$ cat config.mk
export PLATFORM = sky130hd
export DESIGN_NAME = pid2_lane
export DESIGN_NICKNAME = d
export VERILOG_FILES = /design/src/rtl/pid2_pkg.sv /design/src/rtl/pid2_lane.sv
export SDC_FILE = /design/constraint.sdc
export NUM_CORES = 2
export LEC_CHECK = 0
export BUFFER_PORTS_ARGS = -buffer_cell sky130_fd_sc_hd__buf_2
export CORE_ASPECT_RATIO = 1.1
export CORE_UTILIZATION = 67
export CTS_BUF_LIST = sky130_fd_sc_hd__clkbuf_16
export DETAILED_ROUTE_END_ITERATION = 6
export GPL_TIMING_DRIVEN = 0
export PLACE_DENSITY_LB_ADDON = 0.05
export SYNTH_ARGS = -nofsm -noshare
export SYNTH_HDL_FRONTEND = slang
export SYNTH_SLANG_ARGS = --single-unit
$ cat constraint.sdc
create_clock -name clk_i -period 11 [get_ports clk_i]
set_input_delay 1.1 -clock clk_i [delete_from_list [all_inputs] [get_ports clk_i]]
set_output_delay 1.1 -clock clk_i [all_outputs]
set_load 0.05 [all_outputs]
$ cat src/rtl/pid2_pkg.sv
package pid2_pkg;

  localparam int unsigned POS_W    = 16;
  localparam int unsigned ERR_W    = POS_W + 1;
  localparam int unsigned DRIVE_W  = 16;
  localparam int unsigned PGAIN_W  = 16;
  localparam int unsigned IGAIN_W  = 24;
  localparam int unsigned DGAIN_W  = 24;
  localparam int unsigned LIMIT_W  = 15;
  localparam int unsigned CFG_IDX_W  = 3;
  localparam int unsigned CFG_DATA_W = 24;

  localparam int unsigned AVG_DEPTH_DEF = 3;

  localparam logic signed [PGAIN_W-1:0] PROP_GAIN_RST  = 16'sd10240;
  localparam logic signed [IGAIN_W-1:0] INTEG_GAIN_RST = '0;
  localparam logic signed [DGAIN_W-1:0] DERIV_GAIN_RST = -24'sd211200;
  localparam logic [LIMIT_W-1:0]        INT_LIMIT_RST  = 15'd512;
  localparam logic [LIMIT_W-1:0]        OUT_LIMIT_RST  = 15'd10240;

  typedef enum logic [CFG_IDX_W-1:0] {
    CFG_PROP_GAIN          = 3'd0,
    CFG_INTEG_GAIN_DT      = 3'd1,
    CFG_DERIV_GAIN_OVER_DT = 3'd2,
    CFG_INT_LIMIT          = 3'd3,
    CFG_OUT_LIMIT          = 3'd4
  } pid2_cfg_reg_e;

  // per-stage load strobes shared by both lanes
  typedef struct packed {
    logic take;
    logic s2;
    logic s3;
    logic s4;
  } pid2_adv_t;

endpackage

$ cat src/rtl/pid2_lane.sv
module pid2_lane #(
  parameter int unsigned AvgDepth = pid2_pkg::AVG_DEPTH_DEF,
  parameter int unsigned SlotW    = 2
) (
  input  logic                                      clk_i,
  input  logic                                      rst_ni,
  input  pid2_pkg::pid2_adv_t                       adv_i,
  input  logic [pid2_pkg::POS_W-1:0]                pos_i,
  input  logic [pid2_pkg::POS_W-1:0]                target_i,
  input  logic [SlotW-1:0]                          slot_i,
  input  logic signed [pid2_pkg::PGAIN_W-1:0]       prop_gain_i,
  input  logic signed [pid2_pkg::IGAIN_W-1:0]       integ_gain_i,
  input  logic signed [pid2_pkg::DGAIN_W-1:0]       deriv_gain_i,
  input  logic [pid2_pkg::LIMIT_W-1:0]              int_limit_i,
  input  logic [pid2_pkg::LIMIT_W-1:0]              out_limit_i,
  output logic signed [pid2_pkg::DRIVE_W-1:0]       drive_o
);
  import pid2_pkg::*;

  localparam int unsigned SumW  = ERR_W + $clog2(AvgDepth);
  localparam int unsigned PPW   = PGAIN_W + ERR_W;
  localparam int unsigned IPW   = IGAIN_W + ERR_W;
  localparam int unsigned DPW   = SumW + DGAIN_W;
  localparam int unsigned DW    = DPW - 16;
  localparam int unsigned IW    = IPW - 24;
  localparam int unsigned PW    = PPW - 16;
  localparam int unsigned TW    = DW + 3;
  // floor(u / AvgDepth) = (u * RecipM) >> Shift, exact for u < 2^DW
  localparam int unsigned Shift = DW + $clog2(AvgDepth);
  localparam longint unsigned Pow = 64'd1 << Shift;
  localparam logic [DW:0] RecipM = (DW+1)'(Pow / AvgDepth + 64'd1);

  // stage 0 state: measurement history
  logic [POS_W-1:0]         last_pos_q;
  logic signed [ERR_W-1:0]  ring_q [AvgDepth];
  logic signed [SumW-1:0]   sum_q, sum_d;
  logic signed [ERR_W-1:0]  err, diff;
  logic signed [PPW-1:0]    pprod;
  logic signed [IPW-1:0]    iprod;

  // stage 1
  logic signed [PPW-1:0]    s1_pprod_q;
  logic signed [IPW-1:0]    s1_iprod_q;
  logic signed [SumW-1:0]   s1_sum_q;

  // integrator
  logic signed [DRIVE_W-1:0] integ_q, integ_d;
  logic signed [DRIVE_W+1:0] int_sum, int_lim;
  logic signed [IW-1:0]      i_inc;
  logic signed [DPW-1:0]     dprod;

  // stage 2
  logic signed [PW-1:0]      s2_p_q;
  logic signed [DRIVE_W-1:0] s2_integ_q;
  logic signed [DPW-1:0]     s2_dprod_q;
  logic signed [DW-1:0]      x2;
  logic signed [DW:0]        x2_ext;
  logic [DW-1:0]             u_d;

  // stage 3
  logic signed [PW-1:0]      s3_p_q;
  logic signed [DRIVE_W-1:0] s3_integ_q;
  logic [DW-1:0]             s3_u_q;
  logic                      s3_neg_q;
  logic [2*DW:0]             mprod;

  // stage 4
  logic signed [PW-1:0]      s4_p_q;
  logic signed [DRIVE_W-1:0] s4_integ_q;
  logic [DW-1:0]             s4_q_q;
  logic                      s4_neg_q;
  logic signed [DW:0]        dq, d_val;
  logic signed [TW-1:0]      total, olim, clamped;

  assign err   = $signed(ERR_W'(target_i)) - $signed(ERR_W'(pos_i));
  assign diff  = $signed(ERR_W'(pos_i)) - $signed(ERR_W'(last_pos_q));
  assign sum_d = sum_q - SumW'(ring_q[slot_i]) + SumW'(diff);
  assign pprod = prop_gain_i * err;
  assign iprod = integ_gain_i * err;

  always_ff @(posedge clk_i or negedge rst_ni) begin
    if (!rst_ni) begin
      last_pos_q <= '0;
      sum_q      <= '0;
      integ_q    <= '0;
      for (int i = 0; i < int'(AvgDepth); i++) begin
        ring_q[i] <= '0;
      end
    end else begin
      if (adv_i.take) begin
        last_pos_q     <= pos_i;
        sum_q          <= sum_d;
        ring_q[slot_i] <= diff;
      end
      if (adv_i.s2) begin
        integ_q <= integ_d;
      end
    end
  end

  // integrator add and clamp, applied as the item leaves stage 1
  assign i_inc   = $signed(s1_iprod_q[IPW-1:24]);
  assign int_sum = (DRIVE_W+2)'(integ_q) + (DRIVE_W+2)'(i_inc);
  assign int_lim = $signed((DRIVE_W+2)'(int_limit_i));

  always_comb begin
    if (int_sum > int_lim) begin
      integ_d = DRIVE_W'(int_lim);
    end else if (int_sum < -int_lim) begin
      integ_d = DRIVE_W'(-int_lim);
    end else begin
      integ_d = DRIVE_W'(int_sum);
    end
  end

  assign dprod = s1_sum_q * deriv_gain_i;

  // floor((sum*kd >> 16) / AvgDepth) on magnitude: negatives get AvgDepth-1 added
  assign x2     = $signed(s2_dprod_q[DPW-1:16]);
  assign x2_ext = (DW+1)'(x2);
  assign u_d    = x2[DW-1] ? DW'(-x2_ext + (DW+1)'(AvgDepth - 1)) : DW'(x2_ext);
  assign mprod  = s3_u_q * RecipM;

  always_ff @(posedge clk_i) begin
    if (adv_i.take) begin
      s1_pprod_q <= pprod;
      s1_iprod_q <= iprod;
      s1_sum_q   <= sum_d;
    end
    if (adv_i.s2) begin
      s2_p_q     <= $signed(s1_pprod_q[PPW-1:16]);
      s2_integ_q <= integ_d;
      s2_dprod_q <= dprod;
    end
    if (adv_i.s3) begin
      s3_p_q     <= s2_p_q;
      s3_integ_q <= s2_integ_q;
      s3_u_q     <= u_d;
      s3_neg_q   <= x2[DW-1];
    end
    if (adv_i.s4) begin
      s4_p_q     <= s3_p_q;
      s4_integ_q <= s3_integ_q;
      s4_q_q     <= DW'(mprod >> Shift);
      s4_neg_q   <= s3_neg_q;
    end
  end

  assign dq    = $signed({1'b0, s4_q_q});
  assign d_val = s4_neg_q ? -dq : dq;
  assign total = TW'(s4_p_q) + TW'(s4_integ_q) + TW'(d_val);
  assign olim  = $signed(TW'(out_limit_i));

  always_comb begin
    if (total > olim) begin
      clamped = olim;
    end else if (total < -olim) begin
      clamped = -olim;
    end else begin
      clamped = total;
    end
  end

  assign drive_o = DRIVE_W'(clamped);

endmodule

== After elaboration in Yosys (flattened, before gate mapping) ==
Index checks and enable logic that the tools add are counted.
Word-level totals
  bits in registers: 392
  latch bits: 0
  RAM bits: 0
  bits in read-only memories: 0
  bits of input ports: 134
  output and inout bits: 16
  logic and storage cells: 57
  memories: 0
Operators by class
  add/sub/neg operators: 12
  $mul: 4
  div/mod/pow operators: 0
  magnitude comparators: 6
  eq/ne operators: 0
  shifts and indexed selects: 0
  muxes and demuxes: 12
  bitwise logic cells: 1
  reduce and logical (&&, ||, !) cells: 1
Operators with widths (count)
  $mux 16: 4
  $mul 27x28->55 const B: 1
  $bwmux 51: 1
  $mux 17: 3
  $mul 19x24->43: 1
  $mul 24x17->41: 1
  $bmux 17 s2: 1
  $demux 17 s2: 1
  $sub 16x16->17: 2
  $mul 16x17->33: 1
  $lt 29x30->1: 1
  $neg 15->30: 1
  $add 18x28->29: 1
  $gt 29x16->1: 1
  $mux 28: 1
  $neg 26->28: 1
  $add 27x2->27 const B: 1
  $neg 27->27: 1
  $mux 26: 1
  $add 19x17->19: 1
  $sub 19x17->19: 1
  $add 16x17->18: 1
  $add 17x16->18: 1
  $gt 18x16->1: 1
  6 further kinds: 6

== Depth between registers and ports, before layout ==
  depth in word-level cells: 6
  gate-level depth with buffers: 37
  gate-level depth less buffers: 36

== Worst setup path after synthesis ==
OpenSTA, ideal clock, no wires.
  path kind: input-to-reg
  start point: input port target_i[0] (netlist name)
  end point: register s1_iprod_q[36], data pin
  library setup time: 262 ps
  data arrival time: 9502 ps
  data required time: 10738 ps
  slack: 1236 ps
  cell stages on the path: 36
  path buffers: 2
  cell sequence: inv_1 > ha_1 > fa_1 > nor2b_1 > o21ai_0 > a21boi_0 > o21ai_0 > a21boi_0 > o21ai_0 > a21o_1 > a211oi_1 > o311ai_0 > nand2_1 > clkbuf_1 > clkbuf_1 > nor2_1 > fa_1 > fa_1 > fa_1 > fa_1 > fa_1 > inv_1 > fa_1 > inv_1 > ha_1 > a21o_1 > a21o_1 > a21o_1 > a21o_1 > a21o_1 > or3_1 > o211ai_1 > a21oi_1 > a211oi_1 > o21bai_1 > xor2_1
On the way
  word-level cells in the longest chain between the ends: 2
Ends and longest elaborated chain
  start: declaration: line pid2_lane.sv:9  | input logic [pid2_pkg::POS_W-1:0] target_i,
  $sub 16x16->17: line pid2_lane.sv:75  | assign err = $signed(ERR_W'(target_i)) - $signed(ERR_W'(pos_i));
  $mul 24x17->41: line pid2_lane.sv:79  | assign iprod = integ_gain_i * err;
  via iprod[36]: line pid2_lane.sv:39  | logic signed [IPW-1:0] iprod;
  end signal: assignment: line pid2_lane.sv:127  | s1_iprod_q <= iprod;
  end: declaration: line pid2_lane.sv:43  | logic signed [IPW-1:0] s1_iprod_q;
The timed path passes the listed nets, and every way through them passes these cells.
A chain may end at the register's enable or synchronous reset.

== Worst setup path after layout ==
  start point: input port pos_i[0] (netlist name)
  end point: register s1_iprod_q[37], data pin
On the way
  word-level cells in the longest chain between the ends: 2
Ends and longest elaborated chain
  start: declaration: line pid2_lane.sv:8  | input logic [pid2_pkg::POS_W-1:0] pos_i,
  $sub 16x16->17: line pid2_lane.sv:75
  $mul 24x17->41: line pid2_lane.sv:79
  via iprod[37]: line pid2_lane.sv:39
The timed path passes the listed nets, and every way through them passes these cells.

==> impl_summary.md <==
Global route
The overall routing resource usage is 35.72%. For met3 alone, demand over resource in global routing was 5.974%. The first global-routing pass estimated 283400 microns of wire.

The global routing's busiest layer is met2. The maximum number of pins on one net before global-route repair is 64. For this run the aggregate overflow at the end of global routing stands at 0. The number of antenna violations at the first check in global routing is 10. The via count of the first global-routing pass came to 53190. The met2 global-route usage is 59.79%. The met1 track demand over resource is 44.59%.

Route
The routed wire length per instance is 20.25 microns. Wires add up to 175900 microns. For this block, the via count after detailed routing is 49380. The routed via count divided by cell count is 5.685.

The pre-antenna-repair detailed-routing pass consisted of 6 iterations. The total DRC errors in the routed layout is 0. The antenna violation net count after detailed routing is 0. The DRC violation total after the first TritonRoute iteration is 3238.

Logic synthesis
The mean instance size in the synthesized netlist is 9.624 sq um. In the synthesized netlist the dominant register cell turns out to be sky130_fd_sc_hd__edfxtp_1. The number of flops mapped to enable cells by yosys is 234. In the post-synthesis netlist, the biggest area contributors are sky130_fd_sc_hd__fa_1 (40%), sky130_fd_sc_hd__ha_1 (12%), sky130_fd_sc_hd__edfxtp_1 (10%).

The largest area contributor in the synthesized netlist is sky130_fd_sc_hd__fa_1. The net count after synthesis is 9306. Synthesis inferred 336 register bits.

The combined area of all synthesized cells is 68530 sq um. The cell count after synthesis is 7121. Of the synthesized area, sequential elements account for 13.98%. The number of unique standard cell types used by synthesis is 84. Of the post-synthesis cell area, the dominant cell type holds 40.17%. For this run, the number of Yosys warnings is 0.

The post-synthesis async set-or-reset flop share is 30.36%.

Floorplanning
The die boundary height is 337.4 microns. The effective utilization at floorplan is 67.82%. The total die area is 103600 sq um. The core footprint is 101100 sq um. The row count is 122. The number of top-level pins is 150. The die is 306.9 microns wide.

Finish
The library cells used most frequently in the layout, excluding fill and tap cells, are sky130_fd_sc_hd__inv_1 (1705), sky130_fd_sc_hd__fa_1 (1375), sky130_fd_sc_hd__nand2_1 (867). Compared with the post-synthesis result, the final layout area differs by 5.481%. The post-route core utilization is 71.53%. The leading cell type in the layout, fill and taps excluded is sky130_fd_sc_hd__inv_1.

After the last flow step, the layout net total stands at 9473. The post-route netlist has 3.567% of its cells at a drive strength greater than 1.

Clock tree
The tree is rooted in a sky130_fd_sc_hd__clkbuf_16. The TritonCTS clock tree is yes. The count of clock tree sinks is 336. The deepest level of the CTS H-tree is 2.

For the worst-skew pair, the clock arrives at the later sink with an insertion delay of 0.56 ns. After clock tree synthesis, the clock-pin slew on the worst setup and hold paths is 0.07 ns. The TritonCTS buffer count is 38. The hold-fix buffer count after cts is 0. No sink is reached through more buffers than the 3 on the longest clock path.

Timing
The worst pin sits at a relative slew slack of 10.22%. The highest attainable clock frequency is 94.64 MHz. Hold timing on the final database bottoms out at a slack of 0.4102 ns. The largest clock skew in the final design is 0.02576 ns.

The post-layout minimum cycle time is 10.57 ns. The final critical path takes up 96.06% of the cycle. The number of hold-slack violations in the final timing report is 0. For the pin with the worst max-slew slack, the measured transition is 1.347 ns. The slack of the critical path is 0.4335 ns. The final-report max-slew violation count came to 0. The final count of negative-setup-slack endpoints is 0.

Worst setup path
In this run the worst path has a maximum fanout of 10. The most numerous cell type found on the critical path is sky130_fd_sc_hd__fa_1. The slowest cell on the critical path is sky130_fd_sc_hd__fa_1.

The worst setup path is captured at a register. The launching element type of the critical path is a primary input. The data arrival time at the worst-slack endpoint is 10.87 ns. The highest cell delay on the worst timing path is 0.56 ns. The data required time of the worst path is 11.31 ns. The critical path is of the primary input to register type. Setup slack on the worst reg-to-reg path comes out at 1.54 ns.

Placed design
The congestion estimate from routability-driven global placement came to 0.9764. The count of input and output buffers is 124. Timing analysis after detailed placement gives a worst setup slack of -2.230 ns. Detailed placement finished with a half-perimeter wire length of 149500 microns.

Worst hold path
The worst min-delay path category is register to register.

Run status
The flow ran to the end, and the final reports show no timing, DRC or antenna violations.

Run
The count of max-cap constraint violations is 0.
## synth_stat cells, types with 10 or more instances
library cell and count:
sky130_fd_sc_hd__o21bai_1 17, sky130_fd_sc_hd__o21a_1 34, sky130_fd_sc_hd__fa_1 1375, sky130_fd_sc_hd__nor2b_1 96
sky130_fd_sc_hd__inv_1 1696, sky130_fd_sc_hd__a21oi_1 135, sky130_fd_sc_hd__and2_1 300, sky130_fd_sc_hd__clkbuf_1 243
sky130_fd_sc_hd__or3_1 33, sky130_fd_sc_hd__o41ai_1 10, sky130_fd_sc_hd__xor2_1 73, sky130_fd_sc_hd__nand3_1 83
sky130_fd_sc_hd__mux2_2 11, sky130_fd_sc_hd__dfrtp_1 102, sky130_fd_sc_hd__nand4_1 26, sky130_fd_sc_hd__nor2_1 173
sky130_fd_sc_hd__a31oi_1 26, sky130_fd_sc_hd__or4_1 14, sky130_fd_sc_hd__o31ai_1 26, sky130_fd_sc_hd__or2_2 11
sky130_fd_sc_hd__mux2i_1 28, sky130_fd_sc_hd__and3_1 54, sky130_fd_sc_hd__ha_1 676, sky130_fd_sc_hd__nor3_1 71
sky130_fd_sc_hd__nand2b_1 59, sky130_fd_sc_hd__edfxtp_1 234, sky130_fd_sc_hd__nand2_1 867, sky130_fd_sc_hd__o21ai_0 196
sky130_fd_sc_hd__a21o_1 92, sky130_fd_sc_hd__o2111ai_1 10, sky130_fd_sc_hd__a211oi_1 39, sky130_fd_sc_hd__xnor2_1 178
## stage by stage
stage,area [sq um],instances,TNS [ns]
after floorplan,68530,7121,0
after global routing,72280,8685,-0.003416
final,72290,8687,0
after global placement,70860,8609,-39.58
after CTS,72160,8681,0
after detailed placement,70900,8611,-40.78
## worst max-delay path: cells and delay by family
kind	cells	cell delay, ns
buffers and inverters	5	0.89
adders and majority gates	9	4.21
AOI/OAI and AO/OA	16	3.60
and+or+nand+nor	5	0.89
xor gates and xnor gates	1	0.15
## layer usage
layer	up-vias	wire, microns
met5	-	29
met4	6	11250
met3	514	12490
met2	1790	84110
met1	24940	68020
li1	22130	-
## registers in the layout, summed over array words and instances (netlist names), 17 cells and up
name and flops:
s1_sum_q 19, s2_dprod_q 27, sum_q 19, s1_iprod_q 17, s1_pprod_q 17, s4_p_q 17, ring_q 51, s2_p_q 17
s4_q_q 26, s3_p_q 17, s3_u_q 27
## path summary, 6_finish.rpt
check                         startpoint              to  cells past startpoint
setup / recovery                pos_i[0]  s1_iprod_q[37]                     36
hold / removal             s3_integ_q[4]   s4_integ_q[4]                      0
setup reg to reg             s1_sum_q[7]  s2_dprod_q[41]                     24
hold reg to reg            s3_integ_q[4]   s4_integ_q[4]                      0
max in group asynchronous         rst_ni  last_pos_q[15]                      2
min in group asynchronous         rst_ni     integ_q[15]                      1
## area by class of cell
type                            instances  area (sq um)
Fill cell                            7913         28770
Clock buffer                           39         975.9
Multi-Input combinational cell       4835         51710
Timing Repair Buffer                  127         688.2
Inverter                             1697          6374
Clock inverter                         31         250.2
Buffer                                253         991.0
Sequential cell                       336          9579
Antenna cell                            5         12.51
Tap cell                             1364          1707
## kinds of logic after synthesis
logic type	count (synthesis)	share of synthesized area (%)
AND/OR/NAND/NOR	1816	12.63
flip-flops	336	13.98
multiplexers	39	0.5897
buffers and inverters	1950	10.71
XOR/XNOR	251	3.208
AO/OA/AOI/OAI	678	6.377
adder cells (fa/ha/maj)	2051	52.51
## timing repair
| item | in CTS | in global routing |
|---|---|---|
| buffers inserted | 0 | 1 |
| endpoints found under the setup margin | 27 | 28 |
| cloned | 0 | 0 |
| gates resized for setup | 13 | 33 |
| pin swaps | 0 | 1 |
Power is not shown: default switching activity piles up to over one toggle a cycle in this logic, so the estimate is an artifact.
